### src/rtl/pkbe_pkg.sv
// Shared constants, types and control structures of the PackBits encoder.
package pkbe_pkg;

  localparam int unsigned MAX_LITERAL = 32;
  localparam int unsigned MAX_RUN     = 128;

  localparam int unsigned LIT_AW = (MAX_LITERAL > 1) ? $clog2(MAX_LITERAL) : 1;
  localparam int unsigned LC_W   = $clog2(MAX_LITERAL + 1);
  localparam int unsigned RUN_W  = 8;

  localparam logic [7:0] END_CODE     = 8'd128;
  localparam logic [8:0] RUN_HDR_BASE = 9'd257;

  typedef logic [7:0]        byte_t;
  typedef logic [LC_W-1:0]   lit_cnt_t;
  typedef logic [LIT_AW-1:0] lit_addr_t;
  typedef logic [RUN_W-1:0]  run_len_t;

  // Source of the code byte that the datapath presents.
  typedef enum logic [2:0] {
    SEL_RUN_HDR  = 3'd0,
    SEL_HELD     = 3'd1,
    SEL_LIT_HDR  = 3'd2,
    SEL_LIT_DATA = 3'd3,
    SEL_END      = 3'd4
  } out_sel_e;

  // Controller to datapath.
  typedef struct packed {
    logic     load;
    logic     run_inc;
    logic     set_held;
    logic     run_set2;
    logic     run_set3;
    logic     hc_set2;
    logic     hc_dec;
    logic     push;
    logic     clr_run;
    logic     fl_start;
    logic     fl_next;
    logic     clr_lc;
    logic     clr_all;
    out_sel_e sel;
  } dp_cmd_t;

  // Datapath to controller.
  typedef struct packed {
    logic       fin;
    logic       run_nz;
    logic       match;
    logic       run_lt_max;
    logic [1:0] hc;
    logic       lc_zero;
    logic       lc_fits2;
    logic       lc_fill;
    logic       fl_last;
  } dp_sts_t;

  // Controller to output stage.
  typedef struct packed {
    logic emit;
    logic end_mark;
    logic release_pend;
  } out_cmd_t;

  // Output stage to controller.
  typedef struct packed {
    logic emit_ready;
    logic release_ready;
  } out_sts_t;

endpackage

### src/rtl/pkbe_if.sv
// Valid/ready stream interfaces for raw input bytes and for code bytes.
interface pkbe_in_if;
  logic       valid;
  logic       ready;
  logic [7:0] data_byte;
  logic       final_byte;

  modport source (output valid, output data_byte, output final_byte, input ready);
  modport sink   (input valid, input data_byte, input final_byte, output ready);
endinterface

interface pkbe_out_if;
  logic       valid;
  logic       ready;
  logic [7:0] code_byte;
  logic       end_marker;
  logic       last_of_item;

  modport source (output valid, output code_byte, output end_marker,
                  output last_of_item, input ready);
  modport sink   (input valid, input code_byte, input end_marker,
                  input last_of_item, output ready);
endinterface

### src/rtl/pkbe_ram.sv
// Generic single-write, single-read RAM with registered read data.
module pkbe_ram #(
  parameter int unsigned WIDTH = 8,
  parameter int unsigned DEPTH = 32
) (
  input  logic                                        clk_i,
  input  logic                                        we_i,
  input  logic [((DEPTH > 1) ? $clog2(DEPTH) : 1)-1:0] waddr_i,
  input  logic [WIDTH-1:0]                            wdata_i,
  input  logic                                        re_i,
  input  logic [((DEPTH > 1) ? $clog2(DEPTH) : 1)-1:0] raddr_i,
  output logic [WIDTH-1:0]                            rdata_o
);

  logic [WIDTH-1:0] mem_q [DEPTH];
  logic [WIDTH-1:0] rdata_q;

  always_ff @(posedge clk_i) begin
    if (we_i) begin
      mem_q[waddr_i] <= wdata_i;
    end
    if (re_i) begin
      rdata_q <= mem_q[raddr_i];
    end
  end

  assign rdata_o = rdata_q;

endmodule

### src/rtl/pkbe_datapath.sv
// Encoder datapath: held byte, run and literal counters, literal store, code byte mux.
module pkbe_datapath import pkbe_pkg::*; (
  input  logic    clk_i,
  input  logic    rst_ni,
  input  byte_t   data_byte_i,
  input  logic    final_byte_i,
  input  dp_cmd_t cmd_i,
  output dp_sts_t sts_o,
  output byte_t   code_byte_o
);

  byte_t     b_q;
  logic      fin_q;
  byte_t     held_q;
  logic [1:0] hc_q;
  run_len_t  run_q;
  lit_cnt_t  lc_q;
  lit_cnt_t  idx_q;
  byte_t     rdata;
  lit_addr_t raddr;
  logic [8:0] run_hdr;

  always_ff @(posedge clk_i) begin
    if (cmd_i.load) begin
      b_q   <= data_byte_i;
      fin_q <= final_byte_i;
    end
  end

  always_ff @(posedge clk_i or negedge rst_ni) begin
    if (!rst_ni) begin
      held_q <= '0;
      hc_q   <= '0;
      run_q  <= '0;
      lc_q   <= '0;
      idx_q  <= '0;
    end else begin
      if (cmd_i.clr_all) begin
        held_q <= '0;
      end else if (cmd_i.set_held) begin
        held_q <= b_q;
      end

      if (cmd_i.clr_all || cmd_i.run_set2 || cmd_i.run_set3) begin
        hc_q <= 2'd0;
      end else if (cmd_i.set_held) begin
        hc_q <= 2'd1;
      end else if (cmd_i.hc_set2) begin
        hc_q <= 2'd2;
      end else if (cmd_i.hc_dec) begin
        hc_q <= hc_q - 2'd1;
      end

      if (cmd_i.clr_all || cmd_i.clr_run) begin
        run_q <= '0;
      end else if (cmd_i.run_set2) begin
        run_q <= RUN_W'(2);
      end else if (cmd_i.run_set3) begin
        run_q <= RUN_W'(3);
      end else if (cmd_i.run_inc) begin
        run_q <= run_q + RUN_W'(1);
      end

      if (cmd_i.clr_all || cmd_i.clr_lc) begin
        lc_q <= '0;
      end else if (cmd_i.push) begin
        lc_q <= lc_q + LC_W'(1);
      end

      if (cmd_i.fl_start) begin
        idx_q <= LC_W'(1);
      end else if (cmd_i.fl_next) begin
        idx_q <= idx_q + LC_W'(1);
      end
    end
  end

  assign raddr = cmd_i.fl_start ? '0 : idx_q[LIT_AW-1:0];

  pkbe_ram #(
    .WIDTH (8),
    .DEPTH (MAX_LITERAL)
  ) u_lit_ram (
    .clk_i   (clk_i),
    .we_i    (cmd_i.push),
    .waddr_i (lc_q[LIT_AW-1:0]),
    .wdata_i (held_q),
    .re_i    (cmd_i.fl_start || cmd_i.fl_next),
    .raddr_i (raddr),
    .rdata_o (rdata)
  );

  assign run_hdr = RUN_HDR_BASE - 9'(run_q);

  always_comb begin
    case (cmd_i.sel)
      SEL_RUN_HDR:  code_byte_o = run_hdr[7:0];
      SEL_HELD:     code_byte_o = held_q;
      SEL_LIT_HDR:  code_byte_o = 8'(lc_q) - 8'd1;
      SEL_LIT_DATA: code_byte_o = rdata;
      SEL_END:      code_byte_o = END_CODE;
      default:      code_byte_o = END_CODE;
    endcase
  end

  always_comb begin
    sts_o.fin        = fin_q;
    sts_o.run_nz     = (run_q != '0);
    sts_o.match      = (b_q == held_q);
    sts_o.run_lt_max = (run_q < RUN_W'(MAX_RUN));
    sts_o.hc         = hc_q;
    sts_o.lc_zero    = (lc_q == '0);
    sts_o.lc_fits2   = (({1'b0, lc_q} + (LC_W + 1)'(2)) <= (LC_W + 1)'(MAX_LITERAL));
    sts_o.lc_fill    = (lc_q == LC_W'(MAX_LITERAL - 1));
    sts_o.fl_last    = (idx_q == lc_q);
  end

  a_push_room: assert property (@(posedge clk_i) disable iff (!rst_ni)
    cmd_i.push |-> (lc_q < LC_W'(MAX_LITERAL)))
    else $error("literal push into a full store");

  a_hc_range: assert property (@(posedge clk_i) disable iff (!rst_ni)
    hc_q != 2'd3)
    else $error("held count out of range");

  a_flush_idx: assert property (@(posedge clk_i) disable iff (!rst_ni)
    cmd_i.fl_next |-> (idx_q < lc_q))
    else $error("literal read past the fill count");

endmodule

### src/rtl/pkbe_out_stage.sv
// Output stage: one pending code byte and the output register, so the last word is marked.
module pkbe_out_stage import pkbe_pkg::*; (
  input  logic              clk_i,
  input  logic              rst_ni,
  input  out_cmd_t          ocmd_i,
  input  byte_t             code_byte_i,
  output out_sts_t          osts_o,
  pkbe_out_if.source        out_o
);

  logic  pend_v_q;
  byte_t pend_byte_q;
  logic  pend_end_q;
  logic  ov_q;
  byte_t ob_q;
  logic  oe_q;
  logic  ol_q;
  logic  out_free;
  logic  emit_fire;
  logic  rel_fire;
  logic  move;

  assign out_free  = !ov_q || out_o.ready;
  assign osts_o.emit_ready    = !pend_v_q || out_free;
  assign osts_o.release_ready = !pend_v_q || out_free;
  assign emit_fire = ocmd_i.emit && osts_o.emit_ready;
  assign rel_fire  = ocmd_i.release_pend && osts_o.release_ready;
  // The pending word moves out once the next word arrives or the item ends.
  assign move      = pend_v_q && (emit_fire || rel_fire);

  always_ff @(posedge clk_i or negedge rst_ni) begin
    if (!rst_ni) begin
      pend_v_q <= 1'b0;
      ov_q     <= 1'b0;
    end else begin
      if (emit_fire) begin
        pend_v_q <= 1'b1;
      end else if (rel_fire) begin
        pend_v_q <= 1'b0;
      end
      if (move) begin
        ov_q <= 1'b1;
      end else if (out_o.ready) begin
        ov_q <= 1'b0;
      end
    end
  end

  always_ff @(posedge clk_i) begin
    if (emit_fire) begin
      pend_byte_q <= code_byte_i;
      pend_end_q  <= ocmd_i.end_mark;
    end
    if (move) begin
      ob_q <= pend_byte_q;
      oe_q <= pend_end_q;
      ol_q <= rel_fire;
    end
  end

  assign out_o.valid        = ov_q;
  assign out_o.code_byte    = ob_q;
  assign out_o.end_marker   = oe_q;
  assign out_o.last_of_item = ol_q;

  a_end_is_last: assert property (@(posedge clk_i) disable iff (!rst_ni)
    (ov_q && oe_q) |-> ol_q)
    else $error("end marker word not marked as last of item");

endmodule

### src/rtl/pkbe_ctrl.sv
// Encoder controller: sequences run, literal and end-marker words for each input byte.
module pkbe_ctrl import pkbe_pkg::*; (
  input  logic     clk_i,
  input  logic     rst_ni,
  input  logic     in_valid_i,
  output logic     in_ready_o,
  input  dp_sts_t  sts_i,
  input  out_sts_t osts_i,
  output dp_cmd_t  cmd_o,
  output out_cmd_t ocmd_o
);

  typedef enum logic [9:0] {
    S_IDLE       = 10'b00_0000_0001,
    S_DECIDE     = 10'b00_0000_0010,
    S_RUN_HDR    = 10'b00_0000_0100,
    S_RUN_BYTE   = 10'b00_0000_1000,
    S_COMMIT     = 10'b00_0001_0000,
    S_FLUSH_HDR  = 10'b00_0010_0000,
    S_FLUSH_DATA = 10'b00_0100_0000,
    S_FIN        = 10'b00_1000_0000,
    S_END        = 10'b01_0000_0000,
    S_SPARE      = 10'b10_0000_0000
  } state_e;

  typedef enum logic [1:0] {
    RET_COMMIT = 2'd0,
    RET_MAIN   = 2'd1,
    RET_END    = 2'd2
  } ret_e;

  state_e state_q, state_d;
  ret_e   ret_q, ret_d;
  logic   fin_phase_q, fin_phase_d;
  logic   go;
  state_e after_main;
  state_e ret_state;

  assign go = osts_i.emit_ready;
  assign after_main = sts_i.fin ? S_FIN : S_IDLE;

  always_comb begin
    case (ret_q)
      RET_COMMIT: ret_state = S_COMMIT;
      RET_MAIN:   ret_state = after_main;
      RET_END:    ret_state = S_END;
      default:    ret_state = S_END;
    endcase
  end

  always_comb begin
    state_d     = state_q;
    ret_d       = ret_q;
    fin_phase_d = fin_phase_q;
    cmd_o       = '0;
    cmd_o.sel   = SEL_END;
    ocmd_o      = '0;
    in_ready_o  = 1'b0;

    case (state_q)
      S_IDLE: begin
        ocmd_o.release_pend = 1'b1;
        in_ready_o = osts_i.release_ready;
        if (in_valid_i && osts_i.release_ready) begin
          cmd_o.load  = 1'b1;
          fin_phase_d = 1'b0;
          state_d     = S_DECIDE;
        end
      end

      S_DECIDE: begin
        if (sts_i.run_nz) begin
          if (sts_i.match && sts_i.run_lt_max) begin
            cmd_o.run_inc = 1'b1;
            state_d = after_main;
          end else begin
            state_d = S_RUN_HDR;
          end
        end else if (sts_i.hc == 2'd0) begin
          cmd_o.set_held = 1'b1;
          state_d = after_main;
        end else if (sts_i.match) begin
          if (sts_i.hc == 2'd1) begin
            if (sts_i.lc_zero) begin
              cmd_o.run_set2 = 1'b1;
              state_d = after_main;
            end else if (sts_i.lc_fits2) begin
              cmd_o.hc_set2 = 1'b1;
              state_d = after_main;
            end else begin
              // A pair that does not fit ends the literal and becomes a repeat of two.
              cmd_o.run_set2 = 1'b1;
              ret_d   = RET_MAIN;
              state_d = S_FLUSH_HDR;
            end
          end else begin
            if (MAX_RUN >= 3) begin
              cmd_o.run_set3 = 1'b1;
            end else begin
              // With repeats capped at two, the first held copy joins the literal.
              cmd_o.push     = 1'b1;
              cmd_o.run_set2 = 1'b1;
            end
            ret_d   = RET_MAIN;
            state_d = S_FLUSH_HDR;
          end
        end else begin
          state_d = S_COMMIT;
        end
      end

      S_RUN_HDR: begin
        ocmd_o.emit = 1'b1;
        cmd_o.sel   = SEL_RUN_HDR;
        if (go) begin
          state_d = S_RUN_BYTE;
        end
      end

      S_RUN_BYTE: begin
        ocmd_o.emit = 1'b1;
        cmd_o.sel   = SEL_HELD;
        if (go) begin
          cmd_o.clr_run = 1'b1;
          if (fin_phase_q) begin
            state_d = S_END;
          end else begin
            cmd_o.set_held = 1'b1;
            state_d = after_main;
          end
        end
      end

      S_COMMIT: begin
        if (sts_i.hc == 2'd0) begin
          if (fin_phase_q) begin
            ret_d   = RET_END;
            state_d = S_FLUSH_HDR;
          end else begin
            cmd_o.set_held = 1'b1;
            state_d = after_main;
          end
        end else begin
          cmd_o.push   = 1'b1;
          cmd_o.hc_dec = 1'b1;
          if (sts_i.lc_fill) begin
            ret_d   = RET_COMMIT;
            state_d = S_FLUSH_HDR;
          end
        end
      end

      S_FLUSH_HDR: begin
        if (sts_i.lc_zero) begin
          state_d = ret_state;
        end else begin
          ocmd_o.emit = 1'b1;
          cmd_o.sel   = SEL_LIT_HDR;
          if (go) begin
            cmd_o.fl_start = 1'b1;
            state_d = S_FLUSH_DATA;
          end
        end
      end

      S_FLUSH_DATA: begin
        ocmd_o.emit = 1'b1;
        cmd_o.sel   = SEL_LIT_DATA;
        if (go) begin
          if (sts_i.fl_last) begin
            cmd_o.clr_lc = 1'b1;
            state_d = ret_state;
          end else begin
            cmd_o.fl_next = 1'b1;
          end
        end
      end

      S_FIN: begin
        fin_phase_d = 1'b1;
        state_d = sts_i.run_nz ? S_RUN_HDR : S_COMMIT;
      end

      S_END: begin
        ocmd_o.emit     = 1'b1;
        ocmd_o.end_mark = 1'b1;
        cmd_o.sel       = SEL_END;
        if (go) begin
          cmd_o.clr_all = 1'b1;
          state_d = S_IDLE;
        end
      end

      default: begin
        state_d = S_IDLE;
      end
    endcase
  end

  always_ff @(posedge clk_i or negedge rst_ni) begin
    if (!rst_ni) begin
      state_q     <= S_IDLE;
      ret_q       <= RET_END;
      fin_phase_q <= 1'b0;
    end else begin
      state_q     <= state_d;
      ret_q       <= ret_d;
      fin_phase_q <= fin_phase_d;
    end
  end

  a_decide_after_accept: assert property (@(posedge clk_i) disable iff (!rst_ni)
    (state_q == S_DECIDE) |-> $past(in_valid_i && in_ready_o))
    else $error("decision step without an accepted word");

  a_flush_nonempty: assert property (@(posedge clk_i) disable iff (!rst_ni)
    (state_q == S_FLUSH_DATA) |-> !sts_i.lc_zero)
    else $error("literal data step with an empty literal store");

endmodule

### src/rtl/packbits_run_length_encoder.sv
// PackBits run-length encoder top level: controller, datapath and output stage.
// A raw byte that only extends a repeat, opens one or pairs with the held byte passes
// through accept and decision, then the controller returns to idle for the next byte
// unless this one was final. A byte that moves held copies into the literal store pushes
// them one by one in the commit state and then takes their place. Every code byte adds a
// step to the sequence: header and held byte for a repeat, header and stored bytes for a
// literal, read from the 32-entry literal store one byte a cycle through its single read
// port while the output accepts them, and the end marker after the final byte. A byte that
// closes the stream also passes a step choosing its flush path and moves its held copies
// as above; a flush that finds the literal empty emits nothing. Code bytes leave one word
// behind the controller, so the last word of each input byte can carry last_of_item;
// output back-pressure stalls the sequence. There is no clearing pass after reset.
module packbits_run_length_encoder import pkbe_pkg::*; (
  input  logic       clk_i,
  input  logic       rst_ni,
  pkbe_in_if.sink    in_i,
  pkbe_out_if.source out_o
);

  dp_cmd_t  dp_cmd;
  dp_sts_t  dp_sts;
  out_cmd_t out_cmd;
  out_sts_t out_sts;
  byte_t    code_byte;
  logic     in_ready;

  assign in_i.ready = in_ready;

  pkbe_ctrl u_ctrl (
    .clk_i      (clk_i),
    .rst_ni     (rst_ni),
    .in_valid_i (in_i.valid),
    .in_ready_o (in_ready),
    .sts_i      (dp_sts),
    .osts_i     (out_sts),
    .cmd_o      (dp_cmd),
    .ocmd_o     (out_cmd)
  );

  pkbe_datapath u_datapath (
    .clk_i        (clk_i),
    .rst_ni       (rst_ni),
    .data_byte_i  (in_i.data_byte),
    .final_byte_i (in_i.final_byte),
    .cmd_i        (dp_cmd),
    .sts_o        (dp_sts),
    .code_byte_o  (code_byte)
  );

  pkbe_out_stage u_out_stage (
    .clk_i       (clk_i),
    .rst_ni      (rst_ni),
    .ocmd_i      (out_cmd),
    .code_byte_i (code_byte),
    .osts_o      (out_sts),
    .out_o       (out_o)
  );

endmodule
### src/flat_wrapper.sv
// flat-port wrapper written by rule: the top's interface ports become plain ports
module packbits_run_length_encoder_flat import pkbe_pkg::*;
  (clk_i, rst_ni, in_i_valid, in_i_data_byte, in_i_final_byte, in_i_ready, out_o_valid, out_o_code_byte, out_o_end_marker, out_o_last_of_item, out_o_ready);
  pkbe_in_if in_i_i ();
  pkbe_out_if out_o_i ();
  input  logic clk_i;
  input  logic rst_ni;
  input wire logic [$bits(in_i_i.valid)-1:0] in_i_valid;
  input wire logic [$bits(in_i_i.data_byte)-1:0] in_i_data_byte;
  input wire logic [$bits(in_i_i.final_byte)-1:0] in_i_final_byte;
  output wire logic [$bits(in_i_i.ready)-1:0] in_i_ready;
  output wire logic [$bits(out_o_i.valid)-1:0] out_o_valid;
  output wire logic [$bits(out_o_i.code_byte)-1:0] out_o_code_byte;
  output wire logic [$bits(out_o_i.end_marker)-1:0] out_o_end_marker;
  output wire logic [$bits(out_o_i.last_of_item)-1:0] out_o_last_of_item;
  input wire logic [$bits(out_o_i.ready)-1:0] out_o_ready;
  assign in_i_i.valid = in_i_valid;
  assign in_i_i.data_byte = in_i_data_byte;
  assign in_i_i.final_byte = in_i_final_byte;
  assign in_i_ready = in_i_i.ready;
  assign out_o_valid = out_o_i.valid;
  assign out_o_code_byte = out_o_i.code_byte;
  assign out_o_end_marker = out_o_i.end_marker;
  assign out_o_last_of_item = out_o_i.last_of_item;
  assign out_o_i.ready = out_o_ready;
  packbits_run_length_encoder u_core (.clk_i(clk_i), .rst_ni(rst_ni), .in_i(in_i_i), .out_o(out_o_i));
endmodule
### config.mk
export PLATFORM = sky130hd
export DESIGN_NAME = packbits_run_length_encoder_flat
export DESIGN_NICKNAME = d
export VERILOG_FILES = /design/src/rtl/pkbe_pkg.sv /design/src/rtl/pkbe_if.sv /design/src/rtl/pkbe_ram.sv /design/src/rtl/pkbe_datapath.sv /design/src/rtl/pkbe_out_stage.sv /design/src/rtl/pkbe_ctrl.sv /design/src/rtl/packbits_run_length_encoder.sv /design/src/flat_wrapper.sv
export SDC_FILE = /design/constraint.sdc
export NUM_CORES = 1
export LEC_CHECK = 0
export CORE_MARGIN = 5
export CORE_UTILIZATION = 55
export CTS_BUF_LIST = sky130_fd_sc_hd__clkbuf_4
export DETAILED_ROUTE_END_ITERATION = 6
export DONT_BUFFER_PORTS = 1
export PLACE_DENSITY = 0.75
export SLEW_MARGIN = 20
export SYNTH_ARGS = -nofsm -noshare
export SYNTH_HDL_FRONTEND = slang
export SYNTH_SLANG_ARGS = --single-unit
### constraint.sdc
create_clock -name clk_i -period 3.2 [get_ports clk_i]
set_input_delay 0 -clock clk_i [delete_from_list [all_inputs] [get_ports clk_i]]
set_output_delay 0 -clock clk_i [all_outputs]
set_load 0.1 [all_outputs]
After elaboration in Yosys (flattened, before gate mapping)
Memories as Yosys holds them, arrays and structs flattened. A register that Yosys moved wholly into a read port is not among the register bits.
Index checks and enable logic that the tools add are counted.
Widths: inputs -> output; s select.
{"block": "word_totals", "register_bits": 73, "ramBits": 256, "in_bits": 13, "output_inout_bits": 12, "wordCells": 188, "memories": 1}
{"block": "classes", "add_sub_neg": 7, "magnitude_cmp": 2, "eq_ne": 31, "n_mux": 97, "reduce_logical": 33}
{"name": "u_core.u_datapath.u_lit_ram.mem_q", "words": 32, "width": 8, "rd": 1, "rd_ports_with_merged_regs": 1, "wr": 1, "line": "pkbe_ram.sv:15", "source": "logic [WIDTH-1:0] mem_q [DEPTH];"}
{"op": "$mux 10", "count": 19}
{"op": "$pmux 10 s9", "count": 1}
{"op": "$mux 8", "count": 7}
{"op": "$mux 1", "count": 36}
{"op": "$mux 2", "count": 16}
{"op": "$pmux 8 s4", "count": 1}
{"op": "$mux 6", "count": 4}
{"op": "$pmux 10 s2", "count": 1}
{"op": "$ne 2x2->1 const B", "count": 8}
{"op": "$reduce_and 8->1", "count": 2}
{"op": "$reduce_bool 2->1", "count": 7}
{"op": "$add 6x1->6 const B", "count": 2}
{"op": "$mux 3", "count": 4}
{"op": "$pmux 3 s4", "count": 1}
{"op": "$eq 10x1->1 const B", "count": 1}
{"op": "$eq 10x2->1 const B", "count": 1}
{"op": "$eq 10x3->1 const B", "count": 1}
{"op": "$eq 10x4->1 const B", "count": 1}
{"op": "$eq 10x5->1 const B", "count": 1}
{"op": "$eq 10x6->1 const B", "count": 1}
{"op": "$eq 10x7->1 const B", "count": 1}
{"op": "$eq 10x8->1 const B", "count": 1}
{"op": "$eq 10x9->1 const B", "count": 1}
{"op": "$mux 5", "count": 2}
{"op": "other kinds (30)", "count": 50}

Depth between registers and ports, before layout
Gate-level depths: netlist (run 1).
{"block": "logic_depth", "word_depth": 12, "depth_mapped": 9, "ltp_nobuf": 8}

Modules after synthesis
Synthesis (run 1) repeated with hierarchy kept, for this count alone.
{"block": "unflattened", "hier_cells": 840, "hier_area_um2": 14411.3}
{"mod": "pkbe_ram", "instances": 1, "cells_per_inst": 417, "area_each_um2": 10133.5, "seq_area_each_um2": 7927.6}
{"mod": "pkbe_datapath", "instances": 1, "cells_per_inst": 250, "area_each_um2": 2453.6, "seq_area_each_um2": 1021.0}
{"mod": "pkbe_ctrl", "instances": 1, "cells_per_inst": 142, "area_each_um2": 1133.6, "seq_area_each_um2": 302.8}
{"mod": "pkbe_out_stage", "instances": 1, "cells_per_inst": 31, "area_each_um2": 690.7, "seq_area_each_um2": 620.6}

Worst setup path before layout (run 1)
Ideal clock, no wire load.
{"block": "synth_path", "kind": "reg-to-reg", "from": "register u_core.u_out_stage.ov_q, in the netlist u_core.u_out_stage.out_o.valid", "to": "register u_core.u_datapath.b_q[0] (enable)", "setup_time_ns": 0.343, "arrival_ns": 4.958, "required_time_ns": 2.857, "path_slack_ns": -2.101, "path_stages_with_launch": 5, "n_path_buf": 1, "synth_period_minus_slack_ns": 5.301, "path_cell_list": "dfrtp_1 and3_1 buf_2 nor4_1 and2_1"}
{"item": "start, declared", "line": "pkbe_out_stage.sv:14", "source": "logic ov_q;"}
{"item": "start signal, assigned", "line": "pkbe_out_stage.sv:34", "source": "ov_q <= 1'b0;"}
{"item": "start signal, assigned", "line": "pkbe_out_stage.sv:42", "source": "ov_q <= 1'b1;"}
{"item": "start signal, assigned", "line": "pkbe_out_stage.sv:44", "source": "ov_q <= 1'b0;"}
{"item": "end signal, assigned", "line": "pkbe_datapath.sv:25", "source": "b_q <= data_byte_i;"}
{"item": "end, declared", "line": "pkbe_datapath.sv:12", "source": "byte_t b_q;"}

Worst setup path in the final report (run 1)
{"block": "layout_path", "from": "register u_core.u_datapath.idx_q[2]", "to": "register u_core.u_datapath.u_lit_ram.rdata_q[2], in the netlist u_core.u_datapath.u_lit_ram.rdata_o[2] (read register of u_core.u_datapath.u_lit_ram.mem_q), data pin"}
{"block": "layout_between", "elab_chain_len": 5, "word_cells_on_any_way": 6, "classes_between": "eq/ne: 1; mux: 4; reduce/logical: 1"}
{"item": "start, declared", "line": "pkbe_datapath.sv:18", "source": "lit_cnt_t idx_q;"}
{"item": "start signal, assigned", "line": "pkbe_datapath.sv:73", "source": "idx_q <= idx_q + LC_W'(1);"}
{"item": "$eq 6x6->1", "line": "pkbe_datapath.sv:115", "source": "sts_o.fl_last = (idx_q == lc_q);"}
{"item": "$mux 1", "line": "pkbe_ctrl.sv:170", "source": "if (sts_i.fl_last) begin"}
{"item": "$mux 2", "line": "pkbe_ctrl.sv:169", "source": "if (go) begin"}
{"item": "$mux 2", "line": "pkbe_ctrl.sv:60", "source": "case (state_q)"}
{"item": "$logic_or 1x1->1", "line": "pkbe_datapath.sv:88", "source": ".re_i (cmd_i.fl_start || cmd_i.fl_next),"}
{"item": "end, declared", "line": "pkbe_ram.sv:16", "source": "logic [WIDTH-1:0] rdata_q;"}
Parallel ways exist; a longest one is shown, timed or not.
A chain may end at the register's enable or synchronous reset.

==> results of run 1 <==
cells in the mapped netlist, types with 3 or more instances:
master and n:
edfxtp_1 292, nor2_1 85, dfrtp_1 42, mux4_2 40, nand2_1 39, mux2_2 34
a21oi_1 30, mux2i_1 27, xnor2_1 25, a221oi_1 24, inv_1 24, o21ai_0 23
buf_2 21, xor2_1 21, clkbuf_1 19, ha_1 15, nand3_1 14, nor3_1 13
o21a_1 12, nand4_1 10, a221o_1 9, and3_1 7, nor3b_1 7, o2bb2ai_1 7
a21o_1 6, a31oi_1 6, buf_1 6, nor4_1 6, a22oi_1 5, nand2b_1 5
nor2b_1 5, a222oi_1 4, and2_1 4, buf_4 4, nor4b_1 4, or3_1 3
per-layer routing:
| layer | wire (um) | part of all wire (%) | vias up |
|---|---|---|---|
| met1 | 13500 | 41 | 4384 |
| met3 | 2250 | 6.9 | 69 |
| met4 | 858 | 2.6 | 0 |
| met5 | 0 | 0 | - |
| met2 | 16000 | 49 | 349 |
| li1 | - | - | 3981 |
where the power goes:
group | switching (uW) | internal (uW) | total (uW)
combinational | 1620 | 773 | 2390
clock | 1710 | 1970 | 3670
sequential | 272 | 5410 | 5680
state kept, by name, indices dropped and copies added, names as in the netlist, 2 cells and up:
register,flops
u_core.u_datapath.u_lit_ram.mem_q,256
u_core.u_ctrl.ret_q,2
u_core.u_out_stage.pend_byte_q,8
u_core.u_datapath.hc_q,2
u_core.u_datapath.lc_q,6
u_core.u_out_stage.out_o.code_byte,8
u_core.u_ctrl.state_q,9
u_core.u_datapath.b_q,8
u_core.u_datapath.run_q,8
u_core.u_datapath.idx_q,6
u_core.u_datapath.u_lit_ram.rdata_o,8
u_core.u_datapath.held_q,8
stage by stage:
stage	setup slack [ps]	hold WS, ps
global route	159	63.5
CTS	371	5.56
finish	407	80.6
floorplan	32.4	-296
detailed placement	404	-292
global placement	441	-293
logic make-up (layout without fill, tap and decap cells):
kind of cell	Yosys count	after routing	share of synthesized area [%]
DFF	336	336	67.8
and+or+nand+nor	214	214	7.32
AOI/OAI and AO/OA	154	154	7.78
muxes	101	101	10.7
buffers and inverters	76	267	2.35
xor gates and xnor gates	46	46	2.77
adders and majority gates	15	15	1.29
other	0	1	0
worst max-delay path by stage:
stage                                             endpoint  cells after the start                            from  slack, ps
floorplan                         u_core.u_datapath.b_q[0]                      4  u_core.u_out_stage.out_o.valid         30
CTS                 u_core.u_datapath.u_lit_ram.rdata_o[2]                      6      u_core.u_datapath.idx_q[2]        370
global placement    u_core.u_datapath.u_lit_ram.rdata_o[2]                      6      u_core.u_datapath.idx_q[2]        440
finish              u_core.u_datapath.u_lit_ram.rdata_o[2]                      6      u_core.u_datapath.idx_q[2]        410
global route        u_core.u_datapath.u_lit_ram.rdata_o[2]                      6      u_core.u_datapath.idx_q[2]        160
detailed placement  u_core.u_datapath.u_lit_ram.rdata_o[2]                      6      u_core.u_datapath.idx_q[2]        400
critical path, stage by stage (launching register included):
cell and delay (ps):
dfrtp_2 870, buf_4 420, and2_1 370, a221oi_1 180, a221oi_1 410, o21a_1 210
a21oi_1 60
timing repair:
item                                   4_1_cts  5_1_grt
hold buffers                                25        0
endpoints found under the hold margin       73        0
buffers inserted                             0        0
cell type report:
cell class                 instances  share of cell area (%)
antenna                            1                  0.0150
clock buffer                     125                    5.63
clock inverter                    28                    1.08
inverter                          24                   0.541
multi-input combinational        530                    26.2
sequential                       336                    59.3
tap                              335                    2.52
timing repair buffer              90                    4.72
==> summary.md, run 1 <==
| Metric | Value |
|---|---|
| Core Util, Final | `63.9%` |
| First-pass GRT wire length | `49900 um` |
| Drt total wl | `32600 um` |
| WL/cell | `22.2 um` |
| Hold path depth | `3` |
| Initial Util | `55.9%` |
| Power, Total | `11700 uW` |
| GRT Residual Overflow | `0` |
| Root Driver | `clkbuf_4` |
| GR Util met2 | `34.4%` |
| RSZ-0062 raised after global routing | `no` |
| # rows | `59` |
| Slew Viols, Final | `0` |
| Placed Instance Area | `15300 um2` |
| TritonCTS clock tree | `yes` |
| Setup Viol. Count Final | `0` |
| Power density over the cells | `705 nW/um2` |
| Setup crit end kind | `flop` |
| Avg Inst Size Synth | `15.5 um2` |
| Fmax | `358 MHz` |
| Final HPWL DP | `19900 um` |
| Critical path launch point type | `flop` |
| Grt met1 use | `29.0%` |
| Mapped Area | `14600 um2` |
| Min Clock Period, post-route | `2790 ps` |
| Nets | `1094` |
| Synth warnings | `0` |
| Post_cts resized | `0` |
| Final ANT Viol Nets | `0` |
| Clk pin slew, worst setup/hold paths | `70 ps` |
| Die X | `173 um` |
| Global Route Usage Sum | `21.4%` |
| Dominant cell type by area after synthesis | `edfxtp_1` |
| Primary FF master, synth | `edfxtp_1` |
| Longest Clk Path Bufs | `3` |
| H-Tree Depth | `3` |
| Reg-to-Reg End | `u_core.u_datapath.u_lit_ram.rdata_o[2]` |
| EDFF count, synth | `292` |
| Register area | `9880 um2` |
| Slew HR | `39.7%` |
| Max-cap check violation count | `0` |
| Register-to-Register Path Depth | `6` |
| Pleak | `0.00595 uW` |
| Asr flop ratio synth | `13.1%` |
| Die Y | `173 um` |
| Seq/Total Area, Yosys | `67.8%` |
| Drt initial violations | `957` |
| Final hold vios | `0` |
| Routed vias/inst | `5.98` |
| Largest net degree at the start of global routing | `43` |
| Antenna violations before repair | `1` |
| CP Data Arrival Time | `3250 ps` |
| CP required | `3660 ps` |
| Layout cells sized above 1 | `26.1%` |
| Placed cells | `1290` |
| Final TNS setup | `0 ps` |
| CORE AREA | `26100 um2` |
| Crit path kind | `reg -> reg` |
| Vias | `8783` |
| Hold Path Origin | `out_o_ready` |
| Design area | `16700 um2` |
| Yosys cell types | `68` |
| Die area | `29800 um2` |
| Synth Net Count | `970` |
| Setup Skew | `51.8 ps` |
| Area contributors post-synth | `edfxtp_1 (60%), dfrtp_1 (7.2%), mux4_2 (6.2%)` |
| Clock Latency Late Sink | `740 ps` |
| GR met3 Demand/Resource | `5.26%` |
| Gpl congestion | `0.935` |
| Critical path peak fanout | `28` |
| Most frequent cells in the layout | `edfxtp_1 (292), clkbuf_4 (125), nor2_1 (84)` |
| TritonCTS buffer count | `84` |
| Fin crit share | `87.3%` |
| R2R setup slack | `410 ps` |
| Gr busiest metal | `met2` |
| Status | `finished clean` |
| Measured slew at the worst slew-check pin | `906 ps` |
| Num ports | `25` |
| Hold endpoint | `u_core.u_out_stage.out_o.valid` |
| FF-to-FF Start | `u_core.u_datapath.idx_q[2]` |
| Fill cells | `1833` |
| Input/output buffers | `0` |
| Drt pass-1 iters | `7` |
| Post-synthesis cell count | `942` |
| Vias in the first global route | `8725` |
| HP Class | `in -> reg` |
| Commonest non-fill, non-tap cell in the layout | `edfxtp_1` |
| Non-filler cells, final | `1469` |
| DRC viols | `0` |
| Seq cells post-synth | `336` |
| Clk sink count | `336` |
| Multi-input logic area | `4370 um2` |
| Area delta synth->final | `14.5%` |
| Post-synth top area share | `60.2%` |
| VDD IR max | `758 uV` |
(Power assumes the default switching activity.)
==> run 2: changes to the inputs <==
PLACE_DENSITY = 0.7   (was 0.75)
==> summary.md, run 2 (same netlist as run 1, synthesis figures left out) <==
| Metric | Value |
|---|---|
| Setup bufs post-CTS | `0 (unchanged)` |
| Min Clock Period, post-route | `2820 ps (+24.5 ps)` |
| # rows | `59 (unchanged)` |
| Largest net degree at the start of global routing | `43 (unchanged)` |
| Num ports | `25 (unchanged)` |
| CP startpoint | `u_core.u_ctrl.state_q[5]` |
| Initial Util | `55.9% (unchanged)` |
| Hold Slack | `51.2 ps (-29.5 ps)` |
| Biggest regs | `u_core.u_datapath.u_lit_ram.mem_q (256), u_core.u_ctrl.state_q (9)` |
| Commonest non-fill, non-tap cell in the layout | `edfxtp_1` |
| Setup crit end kind | `flop` |
| Critical path peak fanout | `12 (-57%)` |
| CP required | `3580 ps (-80 ps)` |
| Die Y | `173 um (unchanged)` |
| Critical path launch point type | `flop` |
| Vias | `8801 (+0.20%)` |
| DRC viols | `0 (unchanged)` |
| Drt pass-1 iters | `6 (-1)` |
| Measured slew at the worst slew-check pin | `900 ps (-5.64 ps)` |
| Global Route Usage Sum | `21.4% (-0.063 points)` |
| H-Tree Depth | `3 (unchanged)` |
| Fill cells | `1872 (+2.1%)` |
| Biggest register | `u_core.u_datapath.u_lit_ram.mem_q` |
| Final ANT Viol Nets | `0 (unchanged)` |
| Final hold vios | `0 (unchanged)` |
| Pleak | `0.00593 uW (-0.45%)` |
| GRT Residual Overflow | `0 (unchanged)` |
| Drt initial violations | `779 (-19%)` |
| Area delta synth->final | `14.1%` |
| Final TNS setup | `0 ps (unchanged)` |
| CP Data Arrival Time | `3200 ps (-50 ps)` |
| TritonCTS clock tree | `yes` |
| RSZ-0062 raised after global routing | `no` |
| Status | `finished clean` |
| Final HPWL DP | `19900 um (-0.37%)` |
| HP Class | `in -> reg` |
| Routed vias/inst | `6.01 (+0.48%)` |
| Longest Clk Path Bufs | `3 (unchanged)` |
| Slew HR | `40.1% (+0.38 points)` |
| R2R setup slack | `380 ps (-20 ps)` |
| Clk sink count | `336 (unchanged)` |
| Clock Latency Late Sink | `700 ps (-40 ps)` |
| TritonCTS buffer count | `88 (+4.8%)` |
| Fin crit share | `88.1% (+0.77 points)` |
| Fmax | `355 MHz (-0.87%)` |
| Setup Viol. Count Final | `0 (unchanged)` |
| Antenna violations before repair | `1 (unchanged)` |
| WL/cell | `22.1 um (-0.25%)` |
| Die area | `29800 um2 (unchanged)` |
| Power density over the cells | `697 nW/um2 (-1.0%)` |
| Register-to-Register Path Depth | `6 (unchanged)` |
| Vias in the first global route | `8906 (+2.1%)` |
| FF-to-FF Start | `u_core.u_ctrl.state_q[5]` |
| Most frequent cells in the layout | `edfxtp_1 (292), clkbuf_4 (125), nor2_1 (84)` |
| Gpl congestion | `0.902 (-3.5%)` |
| Hold Path Origin | `in_i_valid` |
| Die X | `173 um (unchanged)` |
| Slew Viols, Final | `0 (unchanged)` |
| Max FFs per register | `256 (unchanged)` |
| Input/output buffers | `0 (unchanged)` |
| VDD IR max | `717 uV (-5.4%)` |
| Hold path depth | `2 (-1)` |
| CORE AREA | `26100 um2 (unchanged)` |
| Nets | `1097 (+0.27%)` |
| Hold endpoint | `u_core.u_ctrl.state_q[1]` |
| Max-cap check violation count | `0 (unchanged)` |
| Drt total wl | `32400 um (-0.52%)` |
| Reg-to-Reg End | `u_core.u_datapath.u_lit_ram.mem_q[6][5]` |
| Clk pin slew, worst setup/hold paths | `70 ps (about the same)` |
| First-pass GRT wire length | `49900 um (-0.18%)` |
| Root Driver | `clkbuf_4` |
| Layout cells sized above 1 | `26.0% (-0.17 points)` |
| Setup Skew | `54.0 ps (+2.19 ps)` |
| Crit path kind | `reg -> reg` |
[run 2: changes by cell type in the layout (fill, tap and decap cells not counted)]
cell           delta
bufinv_16         -1
clkinv_4          -1
dlygate4sd3_1     -1
inv_6             -1
[run 2: where the power goes]
part           switching (uW)  total, uW  leakage (uW)  internal, uW
Clock                    1650       3520      0.000638          1870
Sequential                268       5680       0.00324          5410
Combinational            1610       2380       0.00205           769
Total                    3530      11600       0.00593          8050
[run 2: what timing repair did]
item | in CTS | in global routing
resized for setup | 0 | 0
hold buffers | 24 | 0
endpoints found under the hold margin | 72 | 0
setup endpoints to repair | 0 | 0
[run 2: through the flow]
stage	utilization [%]	area, um2	instances	setup slack (ps)	power, uW
after floorplan	-	14600	942	32.4	7230
after global placement	58.5	15300	1290	421	8040
after detailed placement	58.5	15300	1290	385	8090
after CTS	63.7	16600	1464	355	11700
after global routing	63.7	16600	1465	127	12200
final	63.7	16600	1465	382	11600
[run 2: routing by layer]
layer	track usage, %	share of wire [%]	vias to the layer above
met4	7.57	2.6	0
met2	34.5	49	327
met5	0	0	-
met1	28.8	42	4415
li1	-	-	3985
met3	5.20	6.5	74
[run 2: layout make-up]
class	instances	area, um2	area share, %
flip-flops and latches	336	9880	59.5
multi-input cells	530	4370	26.3
clock buffers	125	938	5.65
repair buffers	89	776	4.67
well taps	335	419	2.52
clock inverters	25	133	0.799
inverters	24	90.1	0.543
diodes	1	2.50	0.0151
[run 2: worst max-delay path, cell delays in order (launching register included)]
cell and delay, ps:
dfrtp_1 540, or4b_2 750, nor4_2 150, buf_4 220, nand2_1 350, nor2_1 320
buf_4 200
[run 2: worst max path at each step]
stage          cells past startpoint                                      end
2_1_floorplan                      4                 u_core.u_datapath.b_q[0]
3_3_place_gp                       7                 u_core.u_ctrl.state_q[8]
3_5_place_dp                       7                 u_core.u_ctrl.state_q[5]
4_1_cts                            7                 u_core.u_ctrl.state_q[5]
5_1_grt                            7                 u_core.u_ctrl.state_q[5]
6_report                           6  u_core.u_datapath.u_lit_ram.mem_q[6][5]
==> run 3: changes to the inputs <==
clock period = 2.8 ns   (was 3.2 ns; I/O delays follow)
==> summary.md, run 3 (same netlist as run 1, synthesis figures left out) <==
| Metric | Value |
|---|---|
| Register area | `9880 um2 (about the same)` |
| Multi-input logic area | `4370 um2 (+0.14%)` |
| Slew Viols, Final | `0 (unchanged)` |
| Fin crit share | `92.5%` |
| RSZ-0062 raised after global routing | `no` |
| Final hold vios | `0 (unchanged)` |
| Area delta synth->final | `15.8%` |
| Final ANT Viol Nets | `0 (unchanged)` |
| HP Class | `in -> reg` |
| Measured slew at the worst slew-check pin | `915 ps (+14.8 ps)` |
| Power density over the cells | `797 nW/um2 (+14%)` |
| Nets | `1121 (+2.2%)` |
| Min Clock Period, post-route | `2590 ps` |
| Longest Clk Path Bufs | `3 (unchanged)` |
| First-pass GRT wire length | `52400 um (+5.1%)` |
| Biggest register | `u_core.u_datapath.u_lit_ram.mem_q` |
| Root Driver | `clkbuf_4` |
| Layout cells sized above 1 | `28.3% (+2.4 points)` |
| FF-to-FF Start | `u_core.u_datapath.idx_q[0]` |
| Clock Latency Late Sink | `700 ps (about the same)` |
| CP Data Arrival Time | `2590 ps (-610 ps)` |
| CP required | `2800 ps (-780 ps)` |
| Hold Slack | `66.6 ps (+15.4 ps)` |
| CP startpoint | `u_core.u_ctrl.state_q[5]` |
| Largest net degree at the start of global routing | `43 (unchanged)` |
| Non-filler cells, final | `1488 (+1.6%)` |
| Die Y | `173 um (unchanged)` |
| Critical path launch point type | `flop` |
| Vias in the first global route | `9137 (+2.6%)` |
| Die X | `173 um (unchanged)` |
| Hold Path Origin | `in_i_valid` |
| H-Tree Depth | `3 (unchanged)` |
| Status | `finished clean` |
| Drt initial violations | `864 (+11%)` |
| Drt total wl | `33800 um (+4.3%)` |
| Fill cells | `1915 (+2.3%)` |
| Fmax | `386 MHz` |
| Clk sink count | `336 (unchanged)` |
| Max-cap check violation count | `0 (unchanged)` |
| Power, Total | `13400 uW (+16%)` |
| WL/cell | `22.7 um (+2.6%)` |
| Post_cts resized | `0 (unchanged)` |
| Biggest regs | `u_core.u_datapath.u_lit_ram.mem_q (256), u_core.u_ctrl.state_q (9)` |
| Critical path peak fanout | `7 (-5)` |
| TritonCTS clock tree | `yes` |
| Setup Skew | `43.1 ps (-10.9 ps)` |
| Placed cells | `1320 (+2.3%)` |
| Setup Viol. Count Final | `0 (unchanged)` |
| Global Route Usage Sum | `22.5% (+1.1 points)` |
| Core Util, Final | `64.7% (+0.99 points)` |
| # rows | `59 (unchanged)` |
| Input/output buffers | `0 (unchanged)` |
| Most frequent cells in the layout | `edfxtp_1 (292), clkbuf_4 (121), buf_4 (91)` |
| DRC viols | `0 (unchanged)` |
| Drt pass-1 iters | `6 (unchanged)` |
| Antenna violations before repair | `1 (unchanged)` |
| Die area | `29800 um2 (unchanged)` |
| Gpl congestion | `0.883 (-2.1%)` |
| Routed vias/inst | `5.98 (-0.40%)` |
| Vias | `8903 (+1.2%)` |
| Placed Instance Area | `15500 um2 (+1.8%)` |
| Design area | `16900 um2 (+1.6%)` |
| Final HPWL DP | `21200 um (+6.8%)` |
| Num ports | `25 (unchanged)` |
| Setup crit end kind | `primary output` |
| Max FFs per register | `256 (unchanged)` |
| CORE AREA | `26100 um2 (unchanged)` |
| Crit path kind | `reg -> out` |
| Slew HR | `39.1% (-0.99 points)` |
| TritonCTS buffer count | `82 (-6.8%)` |
| Setup bufs post-CTS | `0 (unchanged)` |
| GRT Residual Overflow | `0 (unchanged)` |
| Commonest non-fill, non-tap cell in the layout | `edfxtp_1` |
| Pleak | `0.00607 uW (+2.5%)` |
| VDD IR max | `798 uV (+11%)` |
| Initial Util | `55.9% (unchanged)` |
| Hold buffers post-CTS | `24 (unchanged)` |
| Clk pin slew, worst setup/hold paths | `70 ps (about the same)` |
==> run 3: cell types whose count changed in the layout (fill, tap and decap cells not counted), moves of 3 or more <==
cell | previous run | this run
clkbuf_4 | 125 | 121
buf_12 | 1 | 4
clkinv_1 | 18 | 11
buf_4 | 64 | 91
==> run 3: per-layer routing <==
layer	share of wire, %	GRT usage, %
met1	41	30.5
met2	49	35.7
met3	7.8	5.87
met4	2.6	7.86
met5	0	0
==> run 3: layout make-up <==
class	instances	share of cell area, %
flip-flops and latches	336	58.6
multi-input cells	530	25.9
repair buffers	119	6.16
clock buffers	121	5.39
well taps	335	2.49
clock inverters	21	0.883
inverters	24	0.534
diodes	2	0.0297
==> run 3: worst max-delay path, cell delays in order, from the launching register on <==
cell and delay (ps):
dfrtp_1 430, buf_4 190, nor4_4 290, buf_4 180, nand2_2 100, nor4_4 360, buf_4 370
==> run 3: power breakdown <==
part	total [uW]	switching (uW)	internal (uW)
clock network	4070	1910	2170
logic	2930	1950	982
registers	6440	257	6180
==> run 3: path summary, 6_finish.rpt <==
kind | endpoint | slack (ps) | cells past startpoint
max | in_i_ready | 210 | 6
min reg2reg | u_core.u_out_stage.out_o.code_byte[4] | 430 | 0
min | u_core.u_ctrl.state_q[1] | 70 | 2
min in group asynchronous | u_core.u_ctrl.state_q[0] | 450 | 3
max in group asynchronous | u_core.u_datapath.idx_q[0] | 2070 | 4
max reg2reg | u_core.u_datapath.u_lit_ram.rdata_o[3] | 230 | 5
==> run 3: metrics by stage <==
stage               setup TNS, ps  setup slack, ps
finish                          0              210
global route                    0             15.4
detailed placement              0              240
floorplan                   -1880             -103
CTS                             0              180
global placement                0              302
